### src/sv/nnis_pkg.sv
// Shared types and constants for the nearest-neighbor image scaler.
// Holds geometry, widths, register codes and the queue entry format.
// No dependencies; imported by every module of the scaler.
`default_nettype none

package nnis_pkg;

    // Source store geometry and fixed-point format
    localparam int MAX_SRC_W = 128;
    localparam int MAX_SRC_H = 128;
    localparam int FRAC_BITS = 16;

    // Fixed field widths of the ports
    localparam int SIZE_W  = 8;
    localparam int OUT_W   = 12;
    localparam int DEST_W  = 13;
    localparam int CHAN_W  = 8;
    localparam int COLOR_W = 3 * CHAN_W;
    localparam int IDX_W   = 14;

    // Derived widths
    localparam int SW_W   = $clog2(MAX_SRC_W + 1);
    localparam int SH_W   = $clog2(MAX_SRC_H + 1);
    localparam int SZ_W   = (SW_W > SH_W) ? SW_W : SH_W;
    localparam int SX_W   = (MAX_SRC_W > 1) ? $clog2(MAX_SRC_W) : 1;
    localparam int SY_W   = (MAX_SRC_H > 1) ? $clog2(MAX_SRC_H) : 1;
    localparam int STEP_W = SZ_W + FRAC_BITS;
    localparam int ACC_W  = OUT_W + STEP_W;
    localparam int INT_W  = ACC_W - FRAC_BITS;
    localparam int DIV_CNT_W = $clog2(STEP_W + 1);

    localparam int STORE_DEPTH = MAX_SRC_W * MAX_SRC_H;
    localparam int ADDR_W      = (STORE_DEPTH > 1) ? $clog2(STORE_DEPTH) : 1;

    // Stream widths, padded to whole bytes
    localparam int S_TDATA_W = ((IDX_W + COLOR_W + 7) / 8) * 8;
    localparam int M_TDATA_W = ((2 * DEST_W + COLOR_W + 7) / 8) * 8;

    // Configuration port
    localparam int REG_W     = 12;
    localparam int REG_IDX_W = 3;

    // Queue between front and back
    localparam int QUEUE_DEPTH = 4;
    localparam int QPTR_W      = $clog2(QUEUE_DEPTH);
    localparam int QCNT_W      = $clog2(QUEUE_DEPTH + 1);

    typedef enum logic [REG_IDX_W-1:0] {
        REG_SRC_W = 3'd0,
        REG_SRC_H = 3'd1,
        REG_OUT_W = 3'd2,
        REG_OUT_H = 3'd3,
        REG_ORG_X = 3'd4,
        REG_ORG_Y = 3'd5
    } t_reg_idx;

    typedef enum logic {
        REQ_LOAD = 1'b0,
        REQ_EMIT = 1'b1
    } t_req;

    // Effective geometry after size clamping
    typedef struct packed {
        logic [SW_W-1:0]  src_w;
        logic [SH_W-1:0]  src_h;
        logic [OUT_W-1:0] out_w;
        logic [OUT_W-1:0] out_h;
        logic [OUT_W-1:0] org_x;
        logic [OUT_W-1:0] org_y;
    } t_geom;

    // One classified operation
    typedef struct packed {
        t_req               kind;
        logic [IDX_W-1:0]   idx;
        logic [COLOR_W-1:0] color;
        logic [SX_W-1:0]    sx;
        logic [SY_W-1:0]    sy;
        logic [DEST_W-1:0]  dest_x;
        logic [DEST_W-1:0]  dest_y;
        logic               last;
    } t_op;

endpackage

`default_nettype wire

### src/sv/nnis_fifo.sv
// Short queue of classified operations between the front and the back end.
// Depends on nnis_pkg for the entry type and depth.
`default_nettype none

module nnis_fifo (
    input  wire logic          i_clk,
    input  wire logic          i_rst_n,
    input  wire logic          i_push,
    input  wire nnis_pkg::t_op i_op,
    input  wire logic          i_pop,
    output nnis_pkg::t_op      o_op,
    output logic               o_full,
    output logic               o_empty
);
    import nnis_pkg::*;

    t_op               r_mem [QUEUE_DEPTH];
    logic [QPTR_W-1:0] r_wr_ptr;
    logic [QPTR_W-1:0] r_rd_ptr;
    logic [QCNT_W-1:0] r_count;
    logic              do_pop;

    assign o_full  = (r_count == QCNT_W'(QUEUE_DEPTH));
    assign o_empty = (r_count == '0);
    assign do_pop  = i_pop && !o_empty;
    assign o_op    = r_mem[r_rd_ptr];

    // Advance pointers and occupancy
    always_ff @(posedge i_clk) begin
        if (!i_rst_n) begin
            r_wr_ptr <= '0;
            r_rd_ptr <= '0;
            r_count  <= '0;
        end else begin
            if (i_push) begin
                r_wr_ptr <= r_wr_ptr + 1'b1;
            end
            if (do_pop) begin
                r_rd_ptr <= r_rd_ptr + 1'b1;
            end
            r_count <= r_count + QCNT_W'(i_push) - QCNT_W'(do_pop);
        end
    end

    // Store entries
    always_ff @(posedge i_clk) begin
        if (i_push) begin
            r_mem[r_wr_ptr] <= i_op;
        end
    end

endmodule

`default_nettype wire

### config.mk
export PLATFORM = sky130hd
export DESIGN_NAME = nnis_fifo
export DESIGN_NICKNAME = d
export VERILOG_FILES = /design/src/sv/nnis_pkg.sv /design/src/sv/nnis_fifo.sv
export SDC_FILE = /design/constraint.sdc
export NUM_CORES = 1
export LEC_CHECK = 0
export BUFFER_PORTS_ARGS = -buffer_cell sky130_fd_sc_hd__buf_4
export CAP_MARGIN = 10
export CORE_ASPECT_RATIO = 1.4
export CORE_UTILIZATION = 40
export CTS_CLUSTER_SIZE = 12
export DETAILED_ROUTE_END_ITERATION = 8
export GPL_TIMING_DRIVEN = 1
export PLACE_DENSITY_LB_ADDON = 0.1
export SLEW_MARGIN = 20
export SYNTH_ARGS = -nofsm -noshare
export SYNTH_HDL_FRONTEND = slang
export SYNTH_SLANG_ARGS = --single-unit
### constraint.sdc
create_clock -name i_clk -period 3.1 [get_ports i_clk]
set_input_delay 0.62 -clock i_clk [delete_from_list [all_inputs] [get_ports i_clk]]
set_output_delay 0.62 -clock i_clk [all_outputs]
set_load 0.005 [all_outputs]
# Word level (Yosys, flattened, before mapping)
# Memories as Yosys holds them, arrays and structs flattened. A register that Yosys moved wholly into a read port is not among the register bits.
# Index checks and enable logic that the tools add are counted.
totals:
  reg_bits: 7
  mem_bits_rw: 320
  input_bits: 84
  out_inout_bits: 82
  memories: 1
op_classes:
  add_sub_neg: 4
  n_eq_ne: 1
  muxes: 4
  reduce_logical: 3
memory_table:
  columns: ["memory", "words", "word_bits", "rd", "rd_clocked_by_memory_dff", "wr", "line", "source"]
  rows:
  - ["r_mem", 4, 80, 1, 1, 1, "nnis_fifo.sv:17", "t_op r_mem [QUEUE_DEPTH];"]
op_table:
  columns: ["op", "n"]
  rows:
  - ["adder 2 x 1 -> 2 bit, second input constant", 2]
  - ["2-to-1 mux 2 bit", 2]
  - ["adder 3 x 1 -> 3 bit", 1]
  - ["== test 3 bit, second input constant", 1]
  - ["zero test 3 bit", 1]
  - ["subtractor 3 x 1 -> 3 bit", 1]
  - ["2-to-1 mux 1 bit", 2]
  - ["logical AND 1 bit", 1]
  - ["zero test 1 bit", 1]

# Depth between registers and ports, before layout
logic_depth:
  ltp_word: 5
  ltp_mapped: 8
  ltp_nobuf: 8

# Worst setup path after synthesis
# OpenSTA, ideal clock, no wires.
synth_path:
  kind: "input -> register"
  from: "input port i_push"
  to: "memory r_mem[0][0] (netlist name), enable pin"
  setup_ns: 0.447
  t_arrival_ns: 2.483
  t_required_ns: 2.653
  setup_slack_ns: 0.170
  stages: 1
  cell_sequence: "and2_1"
synth_via:
  elab_chain_len: 2
synth_lines:
  columns: ["item", "line", "source"]
  rows:
  - ["from (decl)", "nnis_fifo.sv:8", "input wire logic i_push,"]
  - ["2-to-1 mux 1 bit", "nnis_fifo.sv:47", "if (i_push) begin"]
  - ["2-to-1 mux 1 bit (implied by the code)", "nnis_fifo.sv:48", "r_mem[r_wr_ptr] <= i_op;"]
  - ["to (decl)", "nnis_fifo.sv:17", null]
# No other way between the ends.

==> results.toml <==
[worst_setup_path]
slowest_stage = "dfxtp_4"
cp_top_family = "flip-flops"
max_stage_delay_ns = 0.59
crit_path_start_kind = "flip-flop"
critPathKind = "reg -> out"
cp.arrival_ns = 2.17
path_buf_inv = 2
crit_required_ns = 2.48
endpoint_kind = "primary output"
path_max_fanout = 32
worstPathCellList = "buf_12 -> mux4_2 -> buf_4"

[detailed_routing]
drt-vias-per-instance = 5.07
wl_mm = 23.4
ant_nets = 0
firstDrtPassIters = 5
wl_per_cell_um = 22.0
drtIter0Drc = 279
drc = 0
vias = 5375

[yosys]
yosysTopAreaCell = "edfxtp_1"
syn_area_um2 = 12100
synthMostInstantiatedCell = "edfxtp_1"
synth-seq-cells = 329
synth_warnings = 0
synthArstFlopShare = 0
netlist_top_cells_area = "edfxtp_1, mux4_2, dfxtp_1"
ys_seq_area_frac = 0.809
synth_common_cells = "edfxtp_1, mux4_2, dfxtp_1"
synth.top_cell.area_share = 0.794
synth_area_per_cell_um2 = 26.2
synth_fp_nets = 553
synth_edf_count = 320
synthesis.instances = 462
yosysUniqueCellTypes = 21
ys.flop_type = "edfxtp_1"

[global_routing]
grt_first_pass_wirelength_mm = 35.8
grt_pass1_vias = 6098
grt_overflow = 0
grt_max_degree = 44
grtUsageTotal = 0.157
antenna_found_initial = 1

[power_and_ir_drop]
pwr-share-clk = 0.345
internal-power_mw = 8.58
p_sw_mw = 2.45
peakVddDrop_mv = 0.532
pwr-share-seq = 0.477
pwr-share-comb = 0.178
p_sw_frac = 0.222
power_density_nw_per_um2 = 741
p_leak_nw = 5.01

[sta]
worst_slack_ns = 0.313
relSlewSlack = 0.513
timing.fmax_mhz = 359
fin_skew_ns = 0.00446
slew_violations = 0
timing.setup.tns_ns = 0
fin_crit_ns = 2.79
rsz0062_at_grt = "no"
tightest_slew_ns = 0.730
finalSetupViolCount = 0
fin_crit_sh = 0.899
hold_violations = 0

[clocking]
worstSkewPairLatency_ns = 0.50
cts_setup_buffers = 0
cts_resized = 0
clockBufferDepth = 3
cts.reportedPaths.clkPinSlew_ns = 0.06
cts-root-buf = "clkbuf_16"
cts-hold-fix-buffers = 0
cts_tree = "done"
cts.sinks = 329
htree_levels = 2
cts_inserted_buffers = 34

[placement]
placed_cells = 1014
pre_cts_ws_ns = 0.749
io_buffers = 165
gp_congestion = 0.709
dp_hpwl_mm = 14.5

[die]
die_y_um = 208
ioPinCount = 166
core_area_um2 = 29800
die_area_um2 = 31000
dieWidth_um = 149
num_rows = 75
start_util = 0.405

[layout]
diodes = 0
syn_to_final_growth_pct = 23.1
nets = 756
final-instance-count-excl-fill = 1061
drive_above_1_share = 0.459

[flow_run]
cap_violations = 0

[status]
status = "finished clean"

[hold_path]
hp-class = "in -> reg"
-- power by group through the flow --
| stage | Clock, mW | Combinational, mW | Sequential, mW |
|---|---|---|---|
| finish | 3.80 | 1.96 | 5.26 |
| global route | 4.09 | 2.13 | 5.29 |
| CTS | 3.93 | 2.03 | 5.27 |
| detailed placement | 0 | 2.03 | 5.37 |
| global placement | 0 | 2.00 | 5.35 |
| floorplan | 0 | 1.24 | 5.28 |
-- worst register-to-register path, stage by stage, from the launching register on --
cell	delay (ns)
dfxtp_1	0.37
o31a_1	0.38
ha_1	0.29
inv_1	0.05
ha_1	0.12
inv_1	0.05
fa_1	0.39
xnor3_1	0.19
nor2b_1	0.12
-- metal layers --
| metal | global-route usage | part of all wire | wire, µm |
|---|---|---|---|
| met3 | 0.0402 | 0.059 | 1380 |
| met4 | 0.0510 | 0.018 | 421 |
| met2 | 0.272 | 0.54 | 12500 |
| met5 | 0 | 0.00073 | 17 |
| met1 | 0.191 | 0.39 | 9000 |
-- layout make-up --
cell class,count,area [µm²]
clock buffer,42,945
clock inverter,5,71.3
fill,2434,15000
inverter,5,18.8
multi-input combinational,110,2080
sequential,329,9800
tap,385,482
timing repair buffer,185,1490
-- registers in the layout, summed over array words and instances (netlist names), named ones only --
signal,count
r_count,3
r_rd_ptr,2
r_wr_ptr,2
r_mem,320
-- worst paths after layout --
check,depth (start not counted),start,to,slack (ns)
worst max-delay path,3,flip-flop,o_op[30],0.31
worst min-delay path,1,i_op[63],r_mem[3][63]$_DFFE_PP_,0.31
worst max register to register,8,r_count[1]$_SDFF_PN0_,r_count[2]$_SDFF_PN0_,1.08
worst min register to register,2,r_rd_ptr[0]$_SDFFE_PN0P_,r_rd_ptr[0]$_SDFFE_PN0P_,0.49
-- logic make-up after synthesis --
family	after synthesis	synth area share
flip-flops	329	0.809
multiplexers	84	0.152
buffers and inverters	23	0.0193
AND/OR/NAND/NOR	15	0.00734
adder cells (fa/ha/maj)	7	0.00786
AO/OA/AOI/OAI	2	0.00145
XOR/XNOR	2	0.00259
-- through the flow --
step                cell area, µm²  hold slack [ns]   util  total power [mW]
floorplan                    12100            0.449      -              6.53
global placement             13900            0.448  0.465              7.35
detailed placement           13900            0.490  0.465              7.39
CTS                          14900            0.283  0.499              11.2
global route                 14900            0.289  0.499              11.5
finish                       14900            0.314  0.499              11.0
-- cell usage in the layout (no fill, tap or decap), drive strengths merged --
cell type / netlist / layout
and2: 6 / 6
buf: 18 / 185
bufinv: 0 / 2
clkbuf: 0 / 42
clkinv: 0 / 3
dfxtp: 9 / 9
edfxtp: 320 / 320
fa: 1 / 1
ha: 6 / 6
inv: 5 / 5
mux2i: 4 / 4
mux4: 80 / 80
nand2: 2 / 2
nand2b: 2 / 2
nor2b: 3 / 3
nor3: 1 / 1
nor3b: 1 / 1
o311ai: 1 / 1
o31a: 1 / 1
xnor3: 1 / 1
xor2: 1 / 1
No activity file was read; power rests on OpenSTA's default activity.
