## src/sv/nnis_pkg.sv

```systemverilog
// Shared types and constants for the nearest-neighbor image scaler.
// Holds geometry, widths, register codes and the queue entry format.
// No dependencies; imported by every module of the scaler.
`default_nettype none

package nnis_pkg;

    // Source store geometry and fixed-point format
    localparam int MAX_SRC_W = 128;
    localparam int MAX_SRC_H = 128;
    localparam int FRAC_BITS = 16;

    // Fixed field widths of the ports
    localparam int SIZE_W  = 8;
    localparam int OUT_W   = 12;
    localparam int DEST_W  = 13;
    localparam int CHAN_W  = 8;
    localparam int COLOR_W = 3 * CHAN_W;
    localparam int IDX_W   = 14;

    // Derived widths
    localparam int SW_W   = $clog2(MAX_SRC_W + 1);
    localparam int SH_W   = $clog2(MAX_SRC_H + 1);
    localparam int SZ_W   = (SW_W > SH_W) ? SW_W : SH_W;
    localparam int SX_W   = (MAX_SRC_W > 1) ? $clog2(MAX_SRC_W) : 1;
    localparam int SY_W   = (MAX_SRC_H > 1) ? $clog2(MAX_SRC_H) : 1;
    localparam int STEP_W = SZ_W + FRAC_BITS;
    localparam int ACC_W  = OUT_W + STEP_W;
    localparam int INT_W  = ACC_W - FRAC_BITS;
    localparam int DIV_CNT_W = $clog2(STEP_W + 1);

    localparam int STORE_DEPTH = MAX_SRC_W * MAX_SRC_H;
    localparam int ADDR_W      = (STORE_DEPTH > 1) ? $clog2(STORE_DEPTH) : 1;

    // Stream widths, padded to whole bytes
    localparam int S_TDATA_W = ((IDX_W + COLOR_W + 7) / 8) * 8;
    localparam int M_TDATA_W = ((2 * DEST_W + COLOR_W + 7) / 8) * 8;

    // Configuration port
    localparam int REG_W     = 12;
    localparam int REG_IDX_W = 3;

    // Queue between front and back
    localparam int QUEUE_DEPTH = 4;
    localparam int QPTR_W      = $clog2(QUEUE_DEPTH);
    localparam int QCNT_W      = $clog2(QUEUE_DEPTH + 1);

    typedef enum logic [REG_IDX_W-1:0] {
        REG_SRC_W = 3'd0,
        REG_SRC_H = 3'd1,
        REG_OUT_W = 3'd2,
        REG_OUT_H = 3'd3,
        REG_ORG_X = 3'd4,
        REG_ORG_Y = 3'd5
    } t_reg_idx;

    typedef enum logic {
        REQ_LOAD = 1'b0,
        REQ_EMIT = 1'b1
    } t_req;

    // Effective geometry after size clamping
    typedef struct packed {
        logic [SW_W-1:0]  src_w;
        logic [SH_W-1:0]  src_h;
        logic [OUT_W-1:0] out_w;
        logic [OUT_W-1:0] out_h;
        logic [OUT_W-1:0] org_x;
        logic [OUT_W-1:0] org_y;
    } t_geom;

    // One classified operation
    typedef struct packed {
        t_req               kind;
        logic [IDX_W-1:0]   idx;
        logic [COLOR_W-1:0] color;
        logic [SX_W-1:0]    sx;
        logic [SY_W-1:0]    sy;
        logic [DEST_W-1:0]  dest_x;
        logic [DEST_W-1:0]  dest_y;
        logic               last;
    } t_op;

endpackage

`default_nettype wire

```

## src/sv/nnis_front.sv

```systemverilog
// Front end: accepts stream beats, classifies loads and emits, and walks the
// output raster with incremental fixed-point source coordinates.
// Depends on nnis_pkg.
`default_nettype none

module nnis_front (
    input  wire logic                           i_clk,
    input  wire logic                           i_rst_n,
    input  wire logic                           i_restart,
    input  wire logic                           i_hold,
    input  wire nnis_pkg::t_geom                i_geom,
    input  wire logic [nnis_pkg::STEP_W-1:0]    i_col_step,
    input  wire logic [nnis_pkg::STEP_W-1:0]    i_row_step,
    input  wire logic                           i_s_tvalid,
    output logic                                o_s_tready,
    input  wire logic [nnis_pkg::S_TDATA_W-1:0] i_s_tdata,
    input  wire logic                           i_s_tuser,
    input  wire logic                           i_full,
    output logic                                o_push,
    output nnis_pkg::t_op                       o_op
);
    import nnis_pkg::*;

    logic [OUT_W-1:0] r_col, n_col;
    logic [OUT_W-1:0] r_row, n_row;
    logic [ACC_W-1:0] r_col_acc, n_col_acc;
    logic [ACC_W-1:0] r_row_acc, n_row_acc;

    logic             accept;
    logic             emit;
    logic             last_col;
    logic             last_row;
    logic [INT_W-1:0] sx_int;
    logic [INT_W-1:0] sy_int;
    logic [SW_W-1:0]  sx_max;
    logic [SH_W-1:0]  sy_max;
    t_req             kind;

    assign kind       = t_req'(i_s_tuser);
    assign o_s_tready = !i_full && !i_hold;
    assign accept     = i_s_tvalid && o_s_tready;
    assign emit       = accept && (kind == REQ_EMIT);
    assign o_push     = accept;

    // Classify the beat and build the queue entry
    always_comb begin
        last_col = (r_col == i_geom.out_w - 1'b1);
        last_row = (r_row == i_geom.out_h - 1'b1);
        sx_int   = r_col_acc[ACC_W-1:FRAC_BITS];
        sy_int   = r_row_acc[ACC_W-1:FRAC_BITS];
        sx_max   = i_geom.src_w - 1'b1;
        sy_max   = i_geom.src_h - 1'b1;

        o_op.kind  = kind;
        o_op.idx   = i_s_tdata[IDX_W-1:0];
        o_op.color = {i_s_tdata[IDX_W+2*CHAN_W +: CHAN_W],
                      i_s_tdata[IDX_W+CHAN_W   +: CHAN_W],
                      i_s_tdata[IDX_W          +: CHAN_W]};
        // Clamp to the last source column and row
        o_op.sx = (sx_int > INT_W'(sx_max)) ? SX_W'(sx_max) : SX_W'(sx_int);
        o_op.sy = (sy_int > INT_W'(sy_max)) ? SY_W'(sy_max) : SY_W'(sy_int);
        o_op.dest_x = DEST_W'(i_geom.org_x) + DEST_W'(r_col);
        o_op.dest_y = DEST_W'(i_geom.org_y) + DEST_W'(r_row);
        o_op.last   = last_col && last_row;
    end

    // Advance the raster position and the scaled coordinates
    always_comb begin
        n_col     = r_col;
        n_row     = r_row;
        n_col_acc = r_col_acc;
        n_row_acc = r_row_acc;
        if (i_restart) begin
            n_col     = '0;
            n_row     = '0;
            n_col_acc = '0;
            n_row_acc = '0;
        end else if (emit) begin
            if (last_col) begin
                n_col     = '0;
                n_col_acc = '0;
                if (last_row) begin
                    n_row     = '0;
                    n_row_acc = '0;
                end else begin
                    n_row     = r_row + 1'b1;
                    n_row_acc = r_row_acc + ACC_W'(i_row_step);
                end
            end else begin
                n_col     = r_col + 1'b1;
                n_col_acc = r_col_acc + ACC_W'(i_col_step);
            end
        end
    end

    always_ff @(posedge i_clk) begin
        if (!i_rst_n) begin
            r_col     <= '0;
            r_row     <= '0;
            r_col_acc <= '0;
            r_row_acc <= '0;
        end else begin
            r_col     <= n_col;
            r_row     <= n_row;
            r_col_acc <= n_col_acc;
            r_row_acc <= n_row_acc;
        end
    end

endmodule

`default_nettype wire

```

## config.mk

```make
export PLATFORM = sky130hd
export DESIGN_NAME = nnis_front
export DESIGN_NICKNAME = d
export VERILOG_FILES = /design/src/sv/nnis_pkg.sv /design/src/sv/nnis_front.sv
export SDC_FILE = /design/constraint.sdc
export NUM_CORES = 1
export LEC_CHECK = 0
export BUFFER_PORTS_ARGS = -buffer_cell sky130_fd_sc_hd__clkbuf_2
export CORE_UTILIZATION = 54
export CTS_CLUSTER_DIAMETER = 30
export DETAILED_ROUTE_END_ITERATION = 8
export GPL_TIMING_DRIVEN = 0
export PLACE_DENSITY = 0.82
export REMOVE_ABC_BUFFERS = 1
export SETUP_SLACK_MARGIN = 0.4
export SLEW_MARGIN = 15
export SYNTH_ARGS = -nofsm -noshare
export SYNTH_HDL_FRONTEND = slang
export SYNTH_SLANG_ARGS = --single-unit
```

## constraint.sdc

```tcl
create_clock -name i_clk -period 3.5 [get_ports i_clk]
set_input_delay 0.175 -clock i_clk [delete_from_list [all_inputs] [get_ports i_clk]]
set_output_delay 0.175 -clock i_clk [all_outputs]
set_load 0.02 [all_outputs]
```

# Word level (Yosys, flattened, before mapping)
# Cells that the tools add are included.
[classes]
bitwise_logic = 1
magnitude_cmp = 2
n_eq_ne = 2
n_mux = 6
n_addsub = 10
n_reduce_logical = 8
[op_table]
columns = ["operator", "count"]
rows = [
  ["36-bit by 24-bit adder with 36-bit output", 2],
  ["36-bit 2-to-1 mux", 2],
  ["20-bit by 8-bit greater-than comparator with 1-bit output", 2],
  ["12-bit by 12-bit adder with 13-bit output", 2],
  ["12-bit by 1-bit adder with 12-bit output (second input constant)", 2],
  ["12-bit == test", 2],
  ["12-bit 2-to-1 mux", 2],
  ["12-bit by 1-bit subtractor with 12-bit output (second input constant)", 2],
  ["8-bit by 1-bit subtractor with 8-bit output (second input constant)", 2],
  ["7-bit 2-to-1 mux", 2],
  ["1-bit logical AND", 4],
  ["1-bit zero test", 2],
  ["2-bit AND reduction", 1],
  ["2-bit OR reduction", 1],
  ["1-bit inverter", 1],
]
[totals]
wordCells = 33
regBits = 96
inputBits = 159

# Longest topological paths before layout
# Gate-level depths: netlist of run 1.
[depth]
word_depth = 5
ltp_mapped = 14
mapped_depth_nobuf = 12

# Least setup slack after synthesis of run 1
# OpenSTA, ideal clock, no wires.
[synth_path]
path_kind = "input to output"
start = "in i_geom[48] in the netlist's numbering"
end = "out o_op[27] in the netlist's numbering"
cell_stages = 12
arrival_ns = 2.789
slack_ns = 0.536
path_buffers = 0
cell_sequence = "inv_1 > ha_1 > ha_1 > nor2b_1 > o21a_1 > o21a_1 > o21ai_0 > nand2b_1 > a21oi_1 > nor2b_1 > o41ai_2 > mux2i_1"
[synth_rtl]
columns = ["item", "line", "source"]
rows = [
  ["start: declaration", "nnis_front.sv:11", "input wire nnis_pkg::t_geom i_geom,"],
  ["end: declaration", "nnis_front.sv:20", "output nnis_pkg::t_op o_op"],
]

==> results of run 1 <==
-- cells in the mapped netlist (all sizes together), types with 16 or more instances --
library cell	count
nor3	34
a21o	20
nand2	85
ha	94
buf	44
dfxtp	96
nand3	36
inv	60
clkbuf	19
xor2	56
o21ai	73
xnor2	69
a21oi	72
mux2i	16
nand4	23
nor2	115
-- state kept, by name, summed over array words and instances (netlist names) --
signal,flops
r_col,12
r_col_acc,36
r_row,12
r_row_acc,36
-- layout make-up --
class	instances	area share, %
sequential	96	19.1
clock buffer	10	2.36
tap	216	2.67
timing repair buffer	179	9.48
clock inverter	6	1.28
multi-input combinational	904	62.8
inverter	60	2.22
-- final timing paths --
path	slack (ns)	endpoint	start	cells after the start
worst max-delay path	0.30	o_op[25]	r_col[1]	11
worst min-delay path	0.23	r_row_acc[0]	i_row_step[0]	4
worst max register to register	0.53	r_col_acc[28]	r_col_acc[0]	12
worst min register to register	0.46	r_row_acc[12]	r_row_acc[12]	2
-- power groups by stage --
stage	clock, W	sequential, W	combinational, W
global route	0.00127	0.00109	0.000473
CTS	0.00123	0.00109	0.000418
detailed placement	0	0.00112	0.000410
global placement	0	0.00112	0.000399
finish	0.00121	0.00109	0.000430
floorplan	0	0.00112	0.000257
-- per-stage QoR --
step | power, W | cells
after floorplan | 0.00138 | 1058
after global placement | 0.00152 | 1436
after detailed placement | 0.00153 | 1436
after CTS | 0.00274 | 1463
after global routing | 0.00284 | 1471
final | 0.00274 | 1471
-- cells by family (layout without fill, tap and decap cells) --
kind of cell             after synthesis  in the layout  share of synthesized area (%)
XOR/XNOR                             126            126                           12.8
AO/OA/AOI/OAI                        268            270                           19.5
buffers and inverters                123            255                           7.09
multiplexers                          18             18                           2.09
flip-flops                            96             96                           22.0
AND/OR/NAND/NOR                      392            392                           22.1
adder cells (fa/ha/maj)               98             98                           14.4
-- per-layer routing --
layer	global-route usage [%]	up-vias
met5	5.29	-
met4	9.69	2
met3	10.2	42
met2	43.7	298
met1	33.3	3963
li1	-	4256
-- critical path: stages, from the launching register on --
cell,delay [ns]
dfxtp_4,0.37
ha_1,0.28
a21o_1,0.17
a21oi_2,0.17
nand2b_1,0.15
a21boi_1,0.10
o311a_1,0.36
o21a_1,0.19
o21a_1,0.19
o41a_1,0.34
xor2_1,0.17
buf_4,0.17
-- what timing repair did --
item,in CTS,in global routing
gates cloned,0,2
buffers inserted,11,6
pin swaps,7,19
setup endpoints to repair,75,83
gates resized for setup,27,43
==> metrics.txt, run 1 <==
yosys warns 0; clk sinks 96; drt initial violations 397; n_diodes 0; commonest non-fill, non-tap cell in the layout clkbuf_2; cts hold-fix bufs 0; period utilization 91.5%; #FFs+latches synth 96; core outline area 15800 um^2; switch share between 20 and 25%; Post-route DRC 0; Synth top area share 22.0%; largest net degree at the start of global routing 36; port bufs approximately 160; vias in the first global route 7699; unrepaired setup endpoints after global routing true; Primary FF master, synth dfxtp_1; Final setup viols 0; Fmax achieved roughly 310 MHz; highest metal used met5; fin nets between 1500 and 2000; register area 1940 um^2; status complete, no violations; Setup crit end kind primary output; gr ovfl total 0; P_sw 0.000674 W; Mapped Cells 1121; routed wl met3 2170 um; CP Class register to primary output; Metal-1 WL 10300 um; clock share of power 44.3%; max_slew headroom 19.9%; synthesized area per cell 7.79 um^2; multi-input logic area 6370 um^2; Final Hold Vio Count 0; Worst setup SP type register; share of cells above drive strength 1 between 15 and 20%; EDFF count, synth 0; die area around 17000 um^2; drt pass-1 iters 6; Routed Antenna Nets 0; max-slew violations 0; Yosys cell types 72; data required time of the critical path 3.32 ns; H-tree depth 3; Die Wd 129 um; # rows 46; Layout area overhead 16.1%; CTS tree built; final instance area 10100 um^2; most frequent cells in the layout 155 x clkbuf_2, 112 x nor2_1, 94 x ha_1; Int Pwr 0.00206 W; Seq pwr share 40.0%; CTS Buf Count 9; GPL Wtd Cong 0.870; WL per Instance 16.0 um; Worst VDD drop 0.000196 V; post-synthesis sequential area ratio around 22%; Mapped Area slightly below 9000 um^2; ys async rst share 0%; crit-path max FO 6; max-cap violations 0; Total GRT Usage between 20% and 30%; synth top area cells dfxtp_1 22%, ha_1 13%, xnor2_1 6.9%; routed vias between 8000 and 9000; Yosys top cell by area dfxtp_1; minimum clock period 3.20 ns; pwr dens 270 nW/um^2; final setup TNS 0 ns; post-placement setup slack -0.472 ns; Util after Layout 64.0%; global-route wire length before repair 36200 um; WP data arrival ~3.0 ns; Fillers 1362; Comb pwr share between 10% and 20%; met2 WL 10600 um; Initial Utilization 55.2%; Worst-Skew Late Latency 0.35 ns; total wire length between 20000 and 25000 um; worst setup margin around 0.3 ns; Die Span Y 129 um; Via density 5.82; maximum clock path buffer count 2; Root Buffer clkbuf_16; Setup Skew 0.00832 ns; area post-placement 9430 um^2; initial antenna violation count 0; DP HPWL 17500 um; worst-margin pin slew 1.20 ns; Leakage 4.44 nW; HP Class input port to register; Worst-path clk slew ~0.06 ns; Hold Worst Slack 0.226 ns; # IOs 241
Power figures use the tool's default switching activity.
==> inputs of run 2 (changes only) <==
--- a/config.mk
+++ b/config.mk
@@ -5,7 +5,7 @@
 export SDC_FILE = /design/constraint.sdc
 export NUM_CORES = 1
 export LEC_CHECK = 0
-export BUFFER_PORTS_ARGS = -buffer_cell sky130_fd_sc_hd__clkbuf_2
+export BUFFER_PORTS_ARGS = -buffer_cell sky130_fd_sc_hd__buf_2
 export CORE_UTILIZATION = 54
 export CTS_CLUSTER_DIAMETER = 30
 export DETAILED_ROUTE_END_ITERATION = 8
==> metrics.txt, run 2 (synthesis results as in run 1) <==
slowest CP cell dfxtp_4; Fillers 1391; Leakage 4.35 nW; crit path cell chain ha_1 -> a21o_1 -> a21oi_2 -> nand2b_1 -> a21boi_0 -> o311a_1 -> o21a_1 -> o21a_1 -> o41a_1 -> xor2_1 -> buf_4; WL per Instance about 15 um; register area just under 2000 um^2; largest net degree at the start of global routing 36; Die Span Y 129 um; CP Class register to primary output; Total GRT Usage 26.4%; data required time of the critical path between 3 and 4 ns; Initial Utilization a little under three fifths; status complete, no violations; # IOs 241; Worst-path clk slew 0.07 ns; die area 16700 um^2; most frequent cells in the layout 155 x buf_2, 112 x nor2_1, 94 x ha_1; Worst-Skew Late Latency 0.35 ns; core outline area 15800 um^2; period utilization 87.8%; WP buf/inv 1; worst-margin pin slew 1.19 ns; global-route wire length before repair 34900 um; max-slew violations 0; crit-path max FO 6; vias in the first global route approximately 7500; HP Start i_col_step[0]; Worst VDD drop 0.000181 V; unrepaired setup endpoints after global routing true; routed vias 8332; final setup TNS 0 ns; most frequent CP cell o21a_1; # rows 46; Reg2Reg Launch Point r_col_acc[0]; minimum clock period 3.07 ns; Fmax achieved around 330 MHz; n_diodes 0; drt initial violations 325; Largest regs r_col_acc: 36 flops, r_row_acc: 36 flops; WP data arrival 2.90 ns; Setup crit end kind primary output; Root Buffer clkbuf_16; CTS tree built; share of cells above drive strength 1 18.9%; Setup Skew 0.00728 ns; port bufs 162; gr ovfl total 0; Die Wd around 130 um; area post-placement 9430 um^2; cts hold-fix bufs 0; clk sinks 96; post-placement setup slack -0.539 ns; fin nets 1502; DP HPWL 17300 um; max_slew headroom 20.8%; Worst setup SP type register; Post-route DRC 0; commonest non-fill, non-tap cell in the layout buf_2; Routed Antenna Nets 0; Layout area overhead 14.3%; Final setup viols 0; pwr dens 244 nW/um^2; maximum clock path buffer count 2; GPL Wtd Cong around 0.88; HP Class input port to register; final instance area between 9000 and 10000 um^2; Crit path largest cell delay approximately 0.37 ns; Final Hold Vio Count 0; initial antenna violation count 1; crit-path leading delay family compound AO/OA/AOI/OAI gates; H-tree depth 3; Worst setup startpoint r_col[1]; total wire length 22600 um; CTS Buf Count 9; max-cap violations 0; worst setup margin about 0.43 ns; multi-input logic area 6350 um^2; Hold Worst Slack ~0.25 ns; drt pass-1 iters 5; Via density roughly 5.7
==> run 2: cell count changes in the layout (fill, tap and decap cells not counted), sizes merged <==
cell	before	now
bufinv	4	0
a211o	3	2
clkinv	2	3
clkbuf	165	12
buf	24	175
==> run 2: path summary, 6_finish.rpt <==
check	end	slack, ns	cells past startpoint
min	r_col_acc[0]	0.25	4
max reg2reg	r_col_acc[32]	0.58	11
min reg2reg	r_col_acc[0]	0.46	2
max	o_op[25]	0.43	11
==> run 2: worst reg2reg max path: cells and delay by family (launching register included) <==
kind	cells	cell delay [ns]
buffers and inverters	1	0.06
AND/OR/NAND/NOR	2	0.61
AO/OA/AOI/OAI	6	1.29
adder cells (fa/ha/maj)	2	0.55
flip-flops	1	0.33
==> run 2: what timing repair did <==
action	CTS	global route
gates cloned	0	1
pin swaps	7	14
gates resized for setup	23	39
endpoints found under the setup margin	74	92
setup buffers	8	5
==> run 2: where the power goes <==
group / internal, W / total [W] / switching [W]
sequential: 0.00109 / 0.00109 / 0.00000210
combinational: 0.000183 / 0.000425 / 0.000242
clock: 0.000497 / 0.000914 / 0.000417
==> run 2: cell type report <==
class	instances	share of cell area [%]
Sequential cell	96	19.4
Multi-Input combinational cell	903	63.6
Timing Repair Buffer	175	9.35
Clock buffer	12	2.47
Clock inverter	3	0.188
Tap cell	216	2.71
Inverter	60	2.26
==> run 2: metrics by stage <==
step / std cells / utilization (%) / power (W)
after floorplan: 1058 / - / 0.00138
after global placement: 1436 / 59.5 / 0.00152
after detailed placement: 1436 / 59.5 / 0.00153
after CTS: 1459 / 62.0 / 0.00244
after global routing: 1465 / 63.1 / 0.00254
final: 1465 / 63.1 / 0.00243
==> run 2: per-layer routing <==
layer | share of wire (%) | global-route usage, %
met1 | 45 | 32.6
met2 | 44 | 41.8
met3 | 8.9 | 10.1
met4 | 1.8 | 8.17
met5 | 0.40 | 5.29
==> inputs of run 3 (changes only) <==
--- a/config.mk
+++ b/config.mk
@@ -6,12 +6,12 @@
 export NUM_CORES = 1
 export LEC_CHECK = 0
 export BUFFER_PORTS_ARGS = -buffer_cell sky130_fd_sc_hd__buf_2
+export CORE_ASPECT_RATIO = 0.7
 export CORE_UTILIZATION = 54
 export CTS_CLUSTER_DIAMETER = 30
 export DETAILED_ROUTE_END_ITERATION = 8
 export GPL_TIMING_DRIVEN = 0
 export PLACE_DENSITY = 0.82
-export REMOVE_ABC_BUFFERS = 1
 export SETUP_SLACK_MARGIN = 0.4
 export SLEW_MARGIN = 15
 export SYNTH_ARGS = -nofsm -noshare
==> metrics.txt, run 3 (synthesis results as in run 1) <==
r2r setup slk 0.57 ns; Routed Antenna Nets 0; port bufs 200; Metal-1 WL 11200 um; post-placement setup slack slightly below 0.09 ns; Worst setup SP type register; Die Wd 154 um; Worst-path clk slew 0.07 ns; Post-route DRC 0; crit path cell chain ha_1 -> a21o_1 -> a21oi_2 -> nand2b_1 -> a21boi_1 -> o311a_1 -> o21a_1 -> o21a_1 -> o41a_1 -> xor2_1 -> buf_4; global-route wire length before repair 36700 um; crit-path max FO 2; Crit path largest cell delay 0.37 ns; Via density 5.64; drt pass-1 iters 5; final setup TNS 0 ns; slowest CP cell o311a_1; max_slew headroom a little over half; unrepaired setup endpoints after global routing true; minimum clock period 3.06 ns; fin nets between 1500 and 2000; H-tree depth 3; maximum clock path buffer count 2; routed vias 8736; Worst setup startpoint r_row[1]; pwr dens 257 nW/um^2; worst-margin pin slew 0.686 ns; CP Class register to primary output; Root Buffer clkbuf_16; data required time of the critical path 3.32 ns; n_diodes 0; CTS Buf Count 9; Worst Setup EP o_op[12]; Largest regs r_col_acc: 36 flops, r_row_acc: 36 flops; switch share 26.8%; clock share of power 40.8%; die area 16700 um^2; cts hold-fix bufs 0; Leakage 4.77 nW; max-cap violations 0; WP data arrival 2.89 ns; most frequent cells in the layout 198 x buf_2, 112 x nor2_1, 93 x ha_1; initial antenna violation count 0; Final setup viols 0; core outline area 15600 um^2; Initial Utilization 55.8%; CTS tree built; Int Pwr about 0.002 W; drt initial violations approximately 820; DP HPWL 17700 um; most frequent CP cell o21a_1; Setup Skew 0.00784 ns; Die Span Y 108 um; vias in the first global route between 7000 and 8000; Setup crit end kind primary output; period utilization approximately 87%; RR Endpoint r_row_acc[35]; status complete, no violations; Total GRT Usage 26.9%; hold path depth 4; share of cells above drive strength 1 23.6%; clk sinks 96; Layout area overhead 20.9%; Worst VDD drop 0.000226 V; Seq pwr share 40.2%; # rows 38; gr ovfl total 0; Reg2Reg Launch Point r_row_acc[6]; HP Class input port to register; Final Hold Vio Count 0; # IOs 241; total wire length ~23000 um; met2 WL just under 10000 um; Fmax achieved 327 MHz; P_sw 0.000729 W; Comb pwr share between 10% and 20%; WL per Instance 14.7 um; syn_nets 1378; r2r worst-path depth 10; largest net degree at the start of global routing 17; Worst-Skew Late Latency ~0.35 ns; GPL Wtd Cong 0.904; commonest non-fill, non-tap cell in the layout buf_2; power consumption about 0.0027 W; max-slew violations 0; routed wl met3 1580 um; worst setup margin ~0.44 ns; highest metal used met4
-- run 3: worst min path at each step --
stage	from	endpoint
6_report	i_row_step[0]	r_row_acc[0]
5_1_grt	i_row_step[0]	r_row_acc[0]
4_1_cts	i_row_step[0]	r_row_acc[0]
3_5_place_dp	r_col_acc[7]	r_col_acc[7]
3_3_place_gp	r_row_acc[12]	r_row_acc[12]
2_1_floorplan	i_restart	r_col_acc[22]
-- run 3: stage by stage --
stage | utilization, % | area, um^2 | instances | hold WS, ns
finish | 67.5 | 10600 | 1550 | 0.241
global route | 67.5 | 10600 | 1550 | 0.262
CTS | 66.5 | 10400 | 1542 | 0.230
detailed placement | 63.8 | 9980 | 1521 | 0.450
global placement | 63.8 | 9980 | 1521 | 0.440
floorplan | - | 8730 | 1121 | 0.412
-- run 3: worst max-delay path: cells and delay by family, from the launching register on --
kind | cells | cell delay [ns]
AOI/OAI and AO/OA | 7 | 1.49
adders and majority gates | 1 | 0.27
and+or+nand+nor | 1 | 0.12
DFF | 1 | 0.34
xor gates and xnor gates | 1 | 0.17
buffers and inverters | 1 | 0.16
-- run 3: final cells by class --
class	count	area (um^2)
Buffer	63	400
Clock buffer	11	253
Clock inverter	5	86.3
Fill cell	1333	5080
Inverter	60	225
Multi-Input combinational cell	902	6290
Sequential cell	96	1940
Tap cell	200	250
Timing Repair Buffer	213	1110
-- run 3: repair_timing --
action,CTS,global route
resized for setup,16,45
setup endpoints to repair,34,61
setup buffers,5,8
pin swaps,6,14
gates cloned,0,0
-- run 3: power groups by stage --
stage | clock network, W | registers, W | logic [W]
3_3_place_gp | 0 | 0.00112 | 0.000492
6_report | 0.00111 | 0.00109 | 0.000515
4_1_cts | 0.00113 | 0.00110 | 0.000508
2_1_floorplan | 0 | 0.00112 | 0.000327
3_5_place_dp | 0 | 0.00112 | 0.000502
5_1_grt | 0.00117 | 0.00109 | 0.000565
-- run 3: per-layer routing --
| metal | GRT usage, % | vias to the layer above |
|---|---|---|
| met4 | 5.36 | 0 |
| met3 | 4.57 | 19 |
| met5 | 0 | - |
| met1 | 39.2 | 3972 |
| li1 | - | 4418 |
| met2 | 41.5 | 327 |
